## src/sv/rdq_pkg.sv

```systemverilog
// Shared types and codes for the ring deque with search.
`timescale 1ns / 1ps
`default_nettype none

package rdq_pkg;

   // Request kinds as they arrive on the request channel.
   localparam logic [2:0] KIND_PUSH     = 3'd0;
   localparam logic [2:0] KIND_POP_NEW  = 3'd1;
   localparam logic [2:0] KIND_POP_OLD  = 3'd2;
   localparam logic [2:0] KIND_FIND     = 3'd3;
   localparam logic [2:0] KIND_REMOVE   = 3'd4;
   localparam logic [2:0] KIND_READ     = 3'd5;

   // Response status codes.
   localparam logic [2:0] ST_OK        = 3'd0;
   localparam logic [2:0] ST_FULL      = 3'd1;
   localparam logic [2:0] ST_EMPTY     = 3'd2;
   localparam logic [2:0] ST_NOT_FOUND = 3'd3;
   localparam logic [2:0] ST_RANGE     = 3'd4;

   // Operation after classification by the front end.
   typedef enum logic [2:0] {
      OP_PUSH    = 3'd0,
      OP_POP_NEW = 3'd1,
      OP_POP_OLD = 3'd2,
      OP_FIND    = 3'd3,
      OP_REMOVE  = 3'd4,
      OP_READ    = 3'd5,
      OP_BAD     = 3'd6
   } op_type;

   typedef struct packed {
      logic [2:0]  kind;
      logic [31:0] value;
      logic [3:0]  index;
   } req_type;

   typedef struct packed {
      logic [2:0]  status;
      logic [31:0] value_res;
      logic [3:0]  found_index;
      logic [4:0]  count;
   } rsp_type;

   typedef struct packed {
      op_type      op;
      logic [31:0] value;
      logic [3:0]  index;
   } cmd_type;

endpackage

`default_nettype wire

```

## src/sv/rdq_front.sv

```systemverilog
// Front end: accept requests, classify them, and queue them for the back end.
`timescale 1ns / 1ps
`default_nettype none

module rdq_front
   import rdq_pkg::*;
(
   input  wire logic    clock,
   input  wire logic    reset,
   input  wire logic    req_valid,
   output logic         req_stall,
   input  wire req_type req_data,
   output logic         q_valid,
   output cmd_type      q_cmd,
   input  wire logic    q_pop
);

   cmd_type    cmd_ff [2];
   cmd_type    cmd_in;
   logic       wr_ptr_ff, wr_ptr_in;
   logic       rd_ptr_ff, rd_ptr_in;
   logic [1:0] fill_ff, fill_in;
   logic       push;
   logic       pop;

   // Decode the kind; unused codes fall through as a bad request.
   always_comb begin
      cmd_in.value = req_data.value;
      cmd_in.index = req_data.index;
      case (req_data.kind)
         KIND_PUSH:    cmd_in.op = OP_PUSH;
         KIND_POP_NEW: cmd_in.op = OP_POP_NEW;
         KIND_POP_OLD: cmd_in.op = OP_POP_OLD;
         KIND_FIND:    cmd_in.op = OP_FIND;
         KIND_REMOVE:  cmd_in.op = OP_REMOVE;
         KIND_READ:    cmd_in.op = OP_READ;
         default:      cmd_in.op = OP_BAD;
      endcase
   end

   assign req_stall = (fill_ff == 2'd2);
   assign push      = req_valid && !req_stall;
   assign q_valid   = (fill_ff != 2'd0);
   assign pop       = q_pop && q_valid;
   assign q_cmd     = cmd_ff[rd_ptr_ff];

   always_comb begin
      wr_ptr_in = push ? ~wr_ptr_ff : wr_ptr_ff;
      rd_ptr_in = pop ? ~rd_ptr_ff : rd_ptr_ff;
      case ({push, pop})
         2'b10:   fill_in = fill_ff + 2'd1;
         2'b01:   fill_in = fill_ff - 2'd1;
         default: fill_in = fill_ff;
      endcase
   end

   always_ff @(posedge clock) begin
      if (reset) begin
         wr_ptr_ff <= 1'b0;
         rd_ptr_ff <= 1'b0;
         fill_ff   <= 2'd0;
      end else begin
         wr_ptr_ff <= wr_ptr_in;
         rd_ptr_ff <= rd_ptr_in;
         fill_ff   <= fill_in;
      end
   end

   always_ff @(posedge clock) begin
      if (push) begin
         cmd_ff[wr_ptr_ff] <= cmd_in;
      end
   end

endmodule

`default_nettype wire

```

## src/sv/rdq_back.sv

```systemverilog
// Back end: entry memory, head and occupancy, sequencer and response register.
`timescale 1ns / 1ps
`default_nettype none

module rdq_back
   import rdq_pkg::*;
#(
   parameter int DEPTH = 16
) (
   input  wire logic    clock,
   input  wire logic    reset,
   input  wire logic    q_valid,
   input  wire cmd_type q_cmd,
   output logic         q_pop,
   output logic         rsp_valid,
   input  wire logic    rsp_stall,
   output rsp_type      rsp_data
);

   localparam int AW = $clog2(DEPTH);
   localparam int CW = $clog2(DEPTH + 1);
   localparam int SW = CW + 1;
   localparam int IW = (CW > 4) ? CW : 4;

   typedef enum logic [4:0] {
      S_IDLE   = 5'b00001,
      S_READ   = 5'b00010,
      S_SCAN   = 5'b00100,
      S_SHIFT  = 5'b01000,
      S_RESULT = 5'b10000
   } state_type;

   state_type   state_ff, state_in;
   logic [AW-1:0] head_ff, head_in;
   logic [CW-1:0] occ_ff, occ_in;
   logic [CW-1:0] pos_ff, pos_in;
   logic [31:0] word_ff, word_in;
   logic [2:0]  status_ff, status_in;
   logic [31:0] value_ff, value_in;
   logic [3:0]  fidx_ff, fidx_in;
   logic        rsp_valid_ff, rsp_valid_in;
   rsp_type     rsp_data_ff, rsp_data_in;

   logic [31:0] entry_mem [DEPTH];
   logic [31:0] rd_data_ff;
   logic [AW-1:0] rd_addr;
   logic        wr_en;
   logic [AW-1:0] wr_addr;
   logic [31:0] wr_data;

   logic [AW-1:0] head_prev;
   logic [AW-1:0] head_next;
   logic [CW-1:0] occ_dec;
   logic [CW-1:0] idx_c;
   logic          idx_ok;

   // Physical slot of a position counted from the newest entry.
   function automatic logic [AW-1:0] slot_of(input logic [AW-1:0] h, input logic [CW-1:0] p);
      logic [SW-1:0] s;
      s = SW'(h) + SW'(p);
      if (s >= SW'(DEPTH)) begin
         s = s - SW'(DEPTH);
      end
      return s[AW-1:0];
   endfunction

   assign head_prev = (head_ff == '0) ? AW'(DEPTH - 1) : head_ff - 1'b1;
   assign head_next = (head_ff == AW'(DEPTH - 1)) ? '0 : head_ff + 1'b1;
   assign occ_dec   = occ_ff - 1'b1;
   assign idx_c     = CW'(q_cmd.index);
   assign idx_ok    = IW'(q_cmd.index) < IW'(occ_ff);

   always_comb begin
      state_in     = state_ff;
      head_in      = head_ff;
      occ_in       = occ_ff;
      pos_in       = pos_ff;
      word_in      = word_ff;
      status_in    = status_ff;
      value_in     = value_ff;
      fidx_in      = fidx_ff;
      rsp_valid_in = rsp_valid_ff && rsp_stall;
      rsp_data_in  = rsp_data_ff;
      rd_addr      = head_ff;
      wr_en        = 1'b0;
      wr_addr      = head_prev;
      wr_data      = q_cmd.value;
      q_pop        = 1'b0;

      case (state_ff)
         S_IDLE: begin
            status_in = ST_OK;
            value_in  = '0;
            fidx_in   = '0;
            if (q_valid) begin
               q_pop    = 1'b1;
               state_in = S_RESULT;
               case (q_cmd.op)
                  OP_PUSH: begin
                     if (occ_ff == CW'(DEPTH)) begin
                        status_in = ST_FULL;
                     end else begin
                        wr_en   = 1'b1;
                        head_in = head_prev;
                        occ_in  = occ_ff + 1'b1;
                     end
                  end
                  OP_POP_NEW: begin
                     if (occ_ff == '0) begin
                        status_in = ST_EMPTY;
                     end else begin
                        rd_addr  = head_ff;
                        head_in  = head_next;
                        occ_in   = occ_dec;
                        state_in = S_READ;
                     end
                  end
                  OP_POP_OLD: begin
                     if (occ_ff == '0) begin
                        status_in = ST_EMPTY;
                     end else begin
                        rd_addr  = slot_of(head_ff, occ_dec);
                        occ_in   = occ_dec;
                        state_in = S_READ;
                     end
                  end
                  OP_READ: begin
                     if (!idx_ok) begin
                        status_in = ST_RANGE;
                     end else begin
                        rd_addr  = slot_of(head_ff, idx_c);
                        state_in = S_READ;
                     end
                  end
                  OP_FIND: begin
                     if (occ_ff == '0) begin
                        status_in = ST_NOT_FOUND;
                     end else begin
                        pos_in   = '0;
                        word_in  = q_cmd.value;
                        rd_addr  = slot_of(head_ff, '0);
                        state_in = S_SCAN;
                     end
                  end
                  OP_REMOVE: begin
                     if (!idx_ok) begin
                        status_in = ST_RANGE;
                     end else begin
                        occ_in = occ_dec;
                        // Removing the oldest entry leaves nothing to shift.
                        if (idx_c != occ_dec) begin
                           pos_in   = idx_c;
                           rd_addr  = slot_of(head_ff, idx_c + 1'b1);
                           state_in = S_SHIFT;
                        end
                     end
                  end
                  default: begin
                     status_in = ST_RANGE;
                  end
               endcase
            end
         end
         S_READ: begin
            value_in = rd_data_ff;
            state_in = S_RESULT;
         end
         S_SCAN: begin
            if (rd_data_ff == word_ff) begin
               fidx_in  = 4'(pos_ff);
               state_in = S_RESULT;
            end else if (pos_ff + 1'b1 == occ_ff) begin
               status_in = ST_NOT_FOUND;
               state_in  = S_RESULT;
            end else begin
               pos_in  = pos_ff + 1'b1;
               rd_addr = slot_of(head_ff, pos_ff + 1'b1);
            end
         end
         S_SHIFT: begin
            wr_en   = 1'b1;
            wr_addr = slot_of(head_ff, pos_ff);
            wr_data = rd_data_ff;
            if (pos_ff + 1'b1 == occ_ff) begin
               state_in = S_RESULT;
            end else begin
               pos_in  = pos_ff + 1'b1;
               rd_addr = slot_of(head_ff, pos_ff + CW'(2));
            end
         end
         S_RESULT: begin
            if (!rsp_valid_ff || !rsp_stall) begin
               rsp_valid_in            = 1'b1;
               rsp_data_in.status      = status_ff;
               rsp_data_in.value_res   = value_ff;
               rsp_data_in.found_index = fidx_ff;
               rsp_data_in.count       = 5'(occ_ff);
               state_in                = S_IDLE;
            end
         end
         default: begin
            state_in = S_IDLE;
         end
      endcase
   end

   always_ff @(posedge clock) begin
      if (reset) begin
         state_ff     <= S_IDLE;
         head_ff      <= '0;
         occ_ff       <= '0;
         rsp_valid_ff <= 1'b0;
      end else begin
         state_ff     <= state_in;
         head_ff      <= head_in;
         occ_ff       <= occ_in;
         rsp_valid_ff <= rsp_valid_in;
      end
   end

   always_ff @(posedge clock) begin
      pos_ff      <= pos_in;
      word_ff     <= word_in;
      status_ff   <= status_in;
      value_ff    <= value_in;
      fidx_ff     <= fidx_in;
      rsp_data_ff <= rsp_data_in;
   end

   always_ff @(posedge clock) begin
      if (wr_en) begin
         entry_mem[wr_addr] <= wr_data;
      end
      rd_data_ff <= entry_mem[rd_addr];
   end

   assign rsp_valid = rsp_valid_ff;
   assign rsp_data  = rsp_data_ff;

endmodule

`default_nettype wire

```

## src/sv/ring_deque_with_search_top.sv

```systemverilog
// Top level of the ring deque with search: front end, command queue, back end.
//
//   channel  | direction | handshake           | payload
//   ---------+-----------+---------------------+-------------------------------------
//   req_     | in        | req_valid/req_stall | kind, value, index (req_type)
//   rsp_     | out       | rsp_valid/rsp_stall | status, value_res, found_index, count
//
// Sequencing: one request is in flight in the back end at a time. Push and
// bad requests go from idle to the result state, pops and reads pass a read
// state first, find compares one entry per step while scanning and remove
// moves one entry per step while shifting, over the single memory read port.
// Reset: synchronous, active high; clears head, count, queue and response
// valid. Entry contents are not cleared and need no clearing pass.
// Stalls: the front queue keeps taking requests while the back end waits on
// rsp_stall, until its two entries are full, and the response register holds
// a finished result while the back end starts the next request.
`timescale 1ns / 1ps
`default_nettype none

module ring_deque_with_search_top
   import rdq_pkg::*;
#(
   parameter int DEPTH = 16
) (
   input  wire logic    clock,
   input  wire logic    reset,
   input  wire logic    req_valid,
   output logic         req_stall,
   input  wire req_type req_data,
   output logic         rsp_valid,
   input  wire logic    rsp_stall,
   output rsp_type      rsp_data
);

   // Command queue between the front and the back end.
   logic    q_valid;
   cmd_type q_cmd;
   logic    q_pop;

   // Accept and classify requests; hold up to two decoded commands.
   rdq_front u_front (
      .clock     (clock),
      .reset     (reset),
      .req_valid (req_valid),
      .req_stall (req_stall),
      .req_data  (req_data),
      .q_valid   (q_valid),
      .q_cmd     (q_cmd),
      .q_pop     (q_pop)
   );

   // Carry out one command at a time against the entry memory.
   rdq_back #(
      .DEPTH (DEPTH)
   ) u_back (
      .clock     (clock),
      .reset     (reset),
      .q_valid   (q_valid),
      .q_cmd     (q_cmd),
      .q_pop     (q_pop),
      .rsp_valid (rsp_valid),
      .rsp_stall (rsp_stall),
      .rsp_data  (rsp_data)
   );

endmodule

`default_nettype wire

```

## config.mk

```make
export PLATFORM = sky130hd
export DESIGN_NAME = ring_deque_with_search_top
export DESIGN_NICKNAME = d
export VERILOG_FILES = /design/src/sv/rdq_pkg.sv /design/src/sv/rdq_front.sv /design/src/sv/rdq_back.sv /design/src/sv/ring_deque_with_search_top.sv
export SDC_FILE = /design/constraint.sdc
export NUM_CORES = 1
export LEC_CHECK = 0
export CORE_UTILIZATION = 45
export DETAILED_ROUTE_END_ITERATION = 12
export DONT_BUFFER_PORTS = 1
export GPL_TIMING_DRIVEN = 0
export SYNTH_ARGS = -nofsm -noshare
export SYNTH_HDL_FRONTEND = slang
export SYNTH_SLANG_ARGS = --single-unit
export TNS_END_PERCENT = 50
```

## constraint.sdc

```tcl
create_clock -name clock -period 5.2 [get_ports clock]
set_clock_uncertainty 0.15 [all_clocks]
set_input_delay 1.04 -clock clock [delete_from_list [all_inputs] [get_ports clock]]
set_output_delay 1.04 -clock clock [all_outputs]
set_load 0.05 [all_outputs]
```

# After elaboration in Yosys (flattened, before gate mapping)
# Memories as Yosys holds them, arrays and structs flattened. A register that Yosys moved wholly into a read port is not among the register bits.
# Index checks and enable logic that the tools add are counted.
[classes]
add_sub_neg = 22
n_lt_le_gt_ge = 8
n_eq_ne = 36
n_mux = 76
bitwise_logic = 3
n_reduce_logical = 28
[ops]
columns = ["operator", "count"]
rows = [
  ["$mux 5", 18],
  ["$mux 4", 22],
  ["$pmux 32 s2", 1],
  ["$eq 32x32->1", 1],
  ["$mux 32", 1],
  ["$sub 4x1->4 const B", 8],
  ["$add 4x5->6", 5],
  ["$ge 6x5->1 const B", 5],
  ["$pmux 5 s3", 2],
  ["$pmux 5 s5", 1],
  ["$pmux 5 s4", 1],
  ["$pmux 3 s6", 1],
  ["$pmux 4 s2", 2],
  ["$pmux 4 s4", 1],
  ["$mux 1", 14],
  ["$eq 3x2->1 const B", 4],
  ["$eq 3x3->1 const B", 4],
  ["$mux 3", 4],
  ["$pmux 3 s4", 1],
  ["$pmux 4 s3", 1],
  ["$add 5x1->5 const B", 2],
  ["$eq 5x5->1 const B", 2],
  ["$ne 2x2->1 const B", 5],
  ["$pmux 5 s2", 1],
  ["43 further kinds", 66],
]
[totals]
register_bits = 139
mem_bits_rw = 590
in_bits = 43
out_inout_bits = 46
word_cells = 191
memories = 2
[memory_table]
columns = ["name", "depth", "word_bits", "read_ports", "rd_clocked_by_memory_dff", "wr", "line_no", "rtl"]
rows = [
  ["u_back.entry_mem", 16, 32, 1, 1, 1, "rdq_back.sv:44", "logic [31:0] entry_mem [DEPTH];"],
  ["u_front.cmd_ff", 2, 39, 1, 1, 1, "rdq_front.sv:18", "cmd_type cmd_ff [2];"],
]

# Depth between registers and ports, before layout
# Gate-level depths: netlist of run 1.
[logic_depth]
word_depth = 9
mapped_depth = 19

# Hierarchy
# A second synthesis of run 1 with hierarchy kept.
[unflattened]
cells_unflattened = 1871
hier_area_um2 = 30424.2
[by_module_without_submodules]
columns = ["mod", "instances", "cells_each", "area_per_inst_um2"]
rows = [
  ["rdq_back", 1, 1721, 27378.8],
  ["rdq_front", 1, 150, 3045.4],
]

# Worst setup path before layout of run 1
# Ideal clock, no wire load.
[synth_timing]
path_type = "register to register"
startpoint = "register (tool-made name)"
endpoint = "register u_back.rd_data_ff[14], read port of u_back.entry_mem"
arrival_time_ns = 3.751
required_ns = 4.917
slack_ns = 1.165
stages_incl_launch_ff = 18
path_buffers = 5
cell_sequence = "dfxtp_1 buf_6 buf_6 buf_1 mux2i_1 ha_1 nand2b_1 a211oi_1 nor2_1 nand3_1 o21a_1 o31ai_2 a211oi_4 buf_12 buf_6 mux2_1 o21ai_0 o221ai_2"
[synth_lines]
columns = ["item", "line_no", "rtl"]
rows = [
  ["end: declaration", "rdq_back.sv:45", "logic [31:0] rd_data_ff;"],
]

==> metrics, run 1 <==
DP Area 33,220 sq um; Die H 266.3 um; synthesized netlist cell count 1,893; Most used DFF post-synth edfxtp_1; Avg Inst Size Synth 16.60 sq um; Slew Limit Headroom 0.2253; VDD IR-drop max 0.2447 mV; Yosys warning count 0; # H-tree levels 3; Arrival @ worst endpoint 5.32 ns; internal power 12.21 mW; all-layer global routing usage 0.2162; Psw 5.179 mW; RSZ-0062 raised after global routing false; post-synthesis simple-gate area fraction 0.04268; clock root buffer clkbuf_16; Worst Hold Launch u_back.status_ff[2]; I/O Buffers 0; Final Slew Violations 0; Clk pwr share 0.327; max frequency 0.1983 GHz; effective utilization at floorplan 0.4566; internal reg-to-reg setup slack 0.16 ns; CP Class register to register; pin slew with the least headroom to its limit 1.162 ns; async set-reset flop share out of synthesis 0; dpl ws -0.4499 ns; hold buffers post-CTS 0; number of clock sinks 762; DR WL/cell 25.48 um; largest net degree at the start of global routing 34; CP max FO 10; Synth Area in Adders 0.01497; mux contribution to synthesized area 0.1338; data required time at the worst endpoint 5.48 ns; Yosys reg bits 762; total gr overflow 0; CP Launch Type register; design area 35,890 sq um; combinational cell fraction of total power 0.214; total iterations of the first detailed-routing run 7; leading post-synthesis cells by cell area edfxtp_1, mux2i_1, dfxtp_1; Static Leak 12.11 nW; Die Area 70,900 sq um; clock buffer count from CTS 76; sequential share of the synthesized area 0.7115; Fillers 5,576; vias post-DR 16,500; dominant cell type by area after synthesis edfxtp_1; Finish-stage setup viols 0; Worst Hold Class register to register; TritonCTS clock tree done; pwr/cell area 484.5 nW/um^2; sequential cell area 22,360 sq um; DP HPWL 50,980 um; Compound-Gate Fraction of Synth Area 0.05072; core area 68,830 sq um; I/O pin count 89; Cell Area, Synth 31,430 sq um; first-pass GRT wire length 111,000 um; RR Endpoint u_back.rd_data_ff[24]; Max-Cap Viols 0; largest family of logic cells by synthesized area multiplexers; Reg power frac 0.459; CTS clock-pin slew for the worst setup and hold paths 0.06 ns; top-area cell type share of the netlist area 0.6784; vias in the first global route 16,710; Rows 96; crit share post-route 0.9697; final hold vios 0; final RePlAce weighted congestion 0.8558; multi-input logic area 8416 sq um; Clock Tree Buf Depth 3; chip width 266.3 um; area share of xor/xnor cells in the synthesized design 0.01967; Hold Path Stages 0; syn nets 1,970; count of cell types in the netlist 82; Final WS setup 0.1578 ns; Post-synth EDFFs 710; Vias/cell 5.525; Clk Latency, worst-skew pair 0.63 ns; nets@finish 2,071; final antenna-violating net count 0; nature of the critical path endpoint register; initial antenna violation count 0; outcome complete, no violations; Reg2Reg Depth 19; DRC violations left 0; Initial DRC Count 1,372; Area growth syn-to-layout 14.19%; Sw Share 0.2978; Hold Crit Endpoint u_back.rsp_data[43]; Post-Route WL 76,120 um; share of layout cells above drive strength 1 0.1664; Min Clock Period, post-route 5.042 ns
[power by group through the flow]
stage	Clock, mW	Combinational [mW]	Sequential (mW)
after floorplan	0	2.38	7.99
after global placement	0	3.57	8.11
after detailed placement	0	3.68	8.12
after CTS	5.77	3.70	7.99
after global routing	5.99	3.99	8.03
final	5.68	3.73	7.98
[worst max-delay path by stage]
stage | startpoint | to | slack, ns | depth (start not counted)
final | register | u_back.rd_data_ff[24] | 0.16 | 19
after global routing | register | u_back.rd_data_ff[28] | 0.03 | 19
after CTS | register | u_back.rd_data_ff[28] | 0.002 | 17
after detailed placement | register | u_back.rd_data_ff[18] | -0.45 | 17
after global placement | u_back.head_ff[1] | u_back.entry_mem[6][18] | -1.21 | 9
after floorplan | register | u_back.rd_data_ff[14] | 1.17 | 17
[placed cells by master (no fill, tap or decap), types with 30 or more instances in the layout]
cell type	synthesis	final
o21ai_1	38	38
o21ai_0	49	49
mux2i_1	264	262
edfxtp_1	710	710
a21oi_1	31	30
nor2_1	68	50
a22oi_1	32	32
mux2_2	85	85
mux2_1	44	44
and2_1	34	34
clkbuf_16	0	79
nand2_1	105	105
clkbuf_1	25	40
xor2_1	44	44
dfxtp_1	52	51
[repair_timing]
item                       CTS  global route
cloned                       0             0
gates resized for setup      4             9
setup buffers                0             1
setup endpoints to repair   32            32
pin swaps                    1             1
[synthesized netlist by cell type (all sizes together) (4+ instances only)]
cell	count
o31ai	4
nand2b	8
a211oi	8
nand4	7
o221ai	32
and2	35
mux2i	269
a22oi	35
xnor2	24
o22ai	7
nand3	6
nor3	9
nand2	107
or3	4
mux2	130
xor2	44
ha	28
inv	27
nor4	15
buf	66
o21ai	88
dfxtp	52
and3	6
edfxtp	710
a21o	5
fa	6
clkbuf	25
nor2	68
a21oi	31
[cell type report]
type	instances	area share
tap	931	0.03246
timing repair buffer	23	0.01409
clock buffer	99	0.05830
sequential	762	0.6232
antenna	1	0.00006973
inverter	27	0.002824
multi-input combinational	1013	0.2345
buffer	91	0.02064
clock inverter	40	0.01395
[cells by family after synthesis]
logic type / after synthesis
flip-flops: 762
AND/OR/NAND/NOR: 277
AO/OA/AOI/OAI: 234
XOR/XNOR: 69
adder cells (fa/ha/maj): 34
buffers and inverters: 118
multiplexers: 399
[state kept, by name, indices dropped and copies added (netlist names), named ones only]
| name | flops |
|---|---|
| u_back.value_ff | 32 |
| u_front.rd_ptr_ff | 1 |
| u_back.rsp_valid | 1 |
| u_back.head_ff | 4 |
| u_front.fill_ff | 2 |
| u_back.status_ff | 3 |
| u_back.rd_data_ff | 32 |
| u_back.pos_ff | 5 |
| u_back.word_ff | 32 |
| u_back.rsp_data | 44 |
| u_front.cmd_ff | 78 |
| u_back.occ_ff | 5 |
| u_back.state_ff | 5 |
| u_back.fidx_ff | 4 |
| u_back.entry_mem | 512 |
| u_front.wr_ptr_ff | 1 |
[per-stage QoR]
stage / util / hold slack, ns / setup TNS [ns] / power (mW) / instances
after floorplan: - / 0.2503 / 0 / 10.37 / 1893
after global placement: 0.4735 / 0.2533 / -490.39 / 11.68 / 2824
after detailed placement: 0.4826 / 0.2554 / -8.886 / 11.79 / 2846
after CTS: 0.5205 / 0.2560 / 0 / 17.45 / 2985
after global routing: 0.5214 / 0.2621 / 0 / 18.01 / 2986
final: 0.5214 / 0.2630 / 0 / 17.39 / 2987
[per-layer routing]
| metal | track usage | wire length (um) | up-vias |
|---|---|---|---|
| met1 | 0.2874 | 32560 | 8408 |
| met3 | 0.03900 | 4550 | 103 |
| met5 | 0 | 0 | - |
| li1 | - | - | 7499 |
| met2 | 0.3630 | 37330 | 493 |
| met4 | 0.06135 | 1674 | 0 |
[worst max-delay path: stages, from the launching register on]
cell and delay [ns]:
dfxtp_1 0.32, buf_6 0.14, buf_6 0.23, clkbuf_4 0.29, mux2i_4 0.36, ha_1 0.20, nand2b_1 0.12, a211oi_2 0.11
nor2_1 0.33, nand3_1 0.20, o21a_1 0.27, o21a_1 0.17, a22o_1 0.20, a31oi_2 0.39, buf_4 0.27, buf_6 0.19
buf_6 0.22, mux2i_1 0.13, a22oi_1 0.31, o221ai_1 0.23
Power figures use the tool's default switching activity.
==> inputs of run 2 (changes only) <==
- GPL_TIMING_DRIVEN: 0 -> default
- MAX_ROUTING_LAYER: default -> met4
- SKIP_CTS_REPAIR_TIMING: default -> 1
==> metrics, run 2 (same netlist as run 1, synthesis figures left out) <==
pwr/cell area 479.4 nW/um^2; vias post-DR 16,160; share of layout cells above drive strength 1 0.1572; Max-Cap Viols 0; CP Launch Type register; nature of the critical path endpoint register; multi-input logic area 8402 sq um; max frequency 0.2137 GHz; Sw Share 0.2928; first-pass GRT wire length 104,500 um; Clk pwr share 0.322; Fillers 5,610; Vias/cell 5.498; Die H 266.3 um; effective utilization at floorplan 0.4566; Finish-stage setup viols 0; DP Area 32,730 sq um; Die Area 70,900 sq um; final hold vios 0; clock buffer count from CTS 77; Clk Latency, worst-skew pair 0.63 ns; Min Clock Period, post-route 4.679 ns; total iterations of the first detailed-routing run 5; Post-Route WL 71,500 um; I/O Buffers 0; CP max FO 53; Worst Hold Launch u_back.value_ff[8]; chip width 266.3 um; max reg flops 512; Power Total 16.89 mW; DP HPWL 42,510 um; pin slew with the least headroom to its limit 1.064 ns; all-layer global routing usage 0.2085; Static Leak 11.86 nW; clock root buffer clkbuf_16; core area 68,830 sq um; data required time at the worst endpoint 5.52 ns; max incr delay on CP 0.59 ns; internal reg-to-reg setup slack 0.52 ns; setup TNS 0 ns; largest reg by FF count u_back.entry_mem; Worst Hold Class register to register; Psw 4.945 mW; Final Slew Violations 0; CTS clock-pin slew for the worst setup and hold paths 0.06 ns; internal power 11.95 mW; Reg power frac 0.475; most common cell after layout, fill and taps aside edfxtp_1; Slew Limit Headroom 0.2908; VDD IR-drop max 0.3267 mV; Reg2Reg Depth 14; final RePlAce weighted congestion 0.9339; Area growth syn-to-layout 12.12%; initial antenna violation count 3; Hold Path Stages 0; CP Class register to register; TritonCTS clock tree done; DR WL/cell 24.33 um; RR Endpoint u_back.rd_data_ff[7]; largest net degree at the start of global routing 54; crit share post-route 0.8998; Initial DRC Count 1,392; Rows 96; nets@finish 2,019; Arrival @ worst endpoint 5.00 ns; Slowest-stage cell, CP mux2i_4; RSZ-0062 raised after global routing false; critical path, cell by cell buf_4 -> mux2i_4 -> nand3_2 -> a21oi_1 -> nand4_1 -> o22ai_2 -> o31ai_2 -> a211oi_4 -> buf_12 -> buf_4 -> mux2i_1 -> mux2i_1 -> a22oi_1 -> o221ai_1; sequential cell area 22,360 sq um; vias in the first global route 16,000; outcome complete, no violations; # H-tree levels 3; total gr overflow 0; Hold Crit Endpoint u_back.rsp_data[17]; number of clock sinks 762; DRC violations left 0; Clock Tree Buf Depth 3; combinational cell fraction of total power 0.203; I/O pin count 89; design area 35,240 sq um; final antenna-violating net count 0; commonest non-fill, non-tap cells in the layout edfxtp_1, mux2i_1, nand2_1
## run 2: changes by cell type in the layout (fill, tap and decap cells not counted), sizes merged
cell,before,now
clkbuf,126,113
bufinv,11,5
diode,1,4
clkinvlp,2,1
clkinv,25,18
inv,29,31
buf,87,61
## run 2: worst max-delay path: cells and delay by family, from the launching register on
family / cells / cell delay, ns
compound gates: 6 / 1.50
buf+inv: 3 / 1.05
flops: 1 / 0.41
mux: 3 / 0.90
simple gates: 2 / 0.43
## run 2: cell type report
class / instances / share of cell area
timing repair buffer: 61 / 0.01974
sequential: 762 / 0.6347
multi-input combinational: 1013 / 0.2385
clock inverter: 28 / 0.009517
tap: 931 / 0.03306
antenna: 4 / 0.0002841
clock buffer: 113 / 0.06140
inverter: 27 / 0.002876
## run 2: per-stage QoR
stage,hold slack [ns],util,instances,setup WS [ns]
4_1_cts,0.2681,0.5118,2935,0.5688
3_3_place_gp,0.2560,0.4755,2794,0.6499
3_5_place_dp,0.2545,0.4755,2794,0.6116
6_report,0.2677,0.5119,2939,0.5208
2_1_floorplan,0.2503,-,1893,1.165
5_1_grt,0.2699,0.5119,2939,0.3082
## run 2: worst max path at each step
stage             start                    end  slack, ns  cells past startpoint
3_5_place_dp   register   u_back.rd_data_ff[7]       0.61                     14
4_1_cts        register   u_back.rd_data_ff[7]       0.57                     14
6_report       register   u_back.rd_data_ff[7]       0.52                     14
5_1_grt        register   u_back.rd_data_ff[7]       0.31                     14
3_3_place_gp   register   u_back.rd_data_ff[8]       0.65                     14
2_1_floorplan  register  u_back.rd_data_ff[14]       1.17                     17
## run 2: power groups by stage
stage	combinational [mW]	sequential [mW]	clock, mW
4_1_cts	3.44	8.03	5.55
3_3_place_gp	3.36	8.15	0
2_1_floorplan	2.38	7.99	0
6_report	3.43	8.02	5.45
3_5_place_dp	3.42	8.15	0
5_1_grt	3.70	8.06	5.77
## run 2: metal layers
layer  global-route usage  part of all wire  up-vias
li1                     -                 -     7395
met1               0.2808              0.45     8223
met2               0.3295              0.48      448
met3              0.03290             0.056       92
met4              0.05607             0.019        0
met5                    -                 0        -
==> inputs of run 3 (changes only) <==
- RECOVER_POWER: default -> 25
==> metrics, run 3 (same netlist as run 1, synthesis figures left out) <==
outcome complete, but fails checks; Initial DRC Count 1,358; final antenna-violating net count 0; initial antenna violation count 3; dpl ws 0.6116 ns; DRC violations left 0; design area 35,180 sq um; nets@finish 2,019; DP HPWL 42,510 um; Min Clock Period, post-route 4.771 ns; clock buffer count from CTS 77; Finish-stage setup viols 0; max frequency 0.2096 GHz; most common cell after layout, fill and taps aside edfxtp_1; Vias/cell 5.485; utilization after layout 0.5112; violated checks max-capacitance violations, max-slew violations; Die H 266.3 um; final hold vios 0; RSZ-0062 raised after global routing false; VDD IR-drop max 0.3279 mV; data required time at the worst endpoint 5.52 ns; chip width 266.3 um; Worst Hold Class register to register; Hold Slack 0.2678 ns; CP Launch Type register; max reg flops 512; Area growth syn-to-layout 11.95%; final std cells w/o fill 2,939; all-layer global routing usage 0.2085; Die Area 70,900 sq um; effective utilization at floorplan 0.4566; Slew Limit Headroom -1.139; Power Total 16.86 mW; DP Area 32,730 sq um; nature of the critical path endpoint register; Rows 96; Max-Cap Viols 5; largest reg by FF count u_back.entry_mem; crit share post-route 0.9175; TritonCTS clock tree done; total iterations of the first detailed-routing run 5; clock root buffer clkbuf_16; I/O Buffers 0; commonest non-fill, non-tap cells in the layout edfxtp_1, mux2i_1, nand2_1; vias in the first global route 16,000; share of layout cells above drive strength 1 0.1382; Final Slew Violations 141; CTS clock-pin slew for the worst setup and hold paths 0.06 ns; core area 68,830 sq um; largest net degree at the start of global routing 54; CP max FO 53; total gr overflow 0; # H-tree levels 3; vias post-DR 16,120; Static Leak 11.81 nW; first-pass GRT wire length 104,500 um; Fillers 5,615; Clock Tree Buf Depth 3; final RePlAce weighted congestion 0.9339; Post-Route WL 71,320 um; Clk Latency, worst-skew pair 0.63 ns; setup TNS 0 ns; Cells after DPL 2,794; I/O pin count 89; number of clock sinks 762; Arrival @ worst endpoint 5.09 ns; pin slew with the least headroom to its limit 3.208 ns; pwr/cell area 479.2 nW/um^2; DR WL/cell 24.27 um; CP Class register to register; Final WS setup 0.4292 ns
## run 3: critical path, cell delays in order (launching register included)
cell and delay [ns]:
dfxtp_1 0.49, buf_4 0.42, mux2i_4 0.60, nand3_2 0.23, a21oi_1 0.41, nand4_1 0.19
o22ai_2 0.21, o31ai_2 0.10, a211oi_4 0.42, buf_12 0.36, buf_4 0.30, mux2i_1 0.22
mux2i_1 0.09, a22oi_1 0.20, o221ai_1 0.15
## run 3: worst paths after layout
path,cells after the start,end,slack (ns),start
hold reg to reg,0,u_back.rsp_data[27],0.27,u_back.value_ff[18]
setup reg to reg,14,u_back.rd_data_ff[7],0.43,register
setup / recovery,14,u_back.rd_data_ff[7],0.43,register
hold / removal,0,u_back.rsp_data[27],0.27,u_back.value_ff[18]
## run 3: layer usage
layer | vias to the layer above | part of all wire | GRT usage
met5 | - | 0 | -
met1 | 8210 | 0.45 | 0.2808
li1 | 7399 | - | -
met4 | 0 | 0.019 | 0.05607
met2 | 419 | 0.48 | 0.3295
met3 | 91 | 0.054 | 0.03290
## run 3: layout make-up
cell class | instances | area, sq um | share of cell area
clock inverter | 28 | 335.3 | 0.009531
inverter | 27 | 101.3 | 0.002881
antenna | 4 | 10.01 | 0.0002845
multi-input combinational | 1013 | 8373 | 0.2380
sequential | 762 | 22360 | 0.6356
clock buffer | 113 | 2163 | 0.06149
timing repair buffer | 61 | 673.1 | 0.01913
tap | 931 | 1165 | 0.03311
## run 3: power by group
part | internal [mW] | total (mW) | switching, mW | leakage [nW]
sequential | 7.59 | 8.02 | 0.438 | 6.92
clock | 3.16 | 5.44 | 2.28 | 1.22
combinational | 1.18 | 3.39 | 2.21 | 3.67
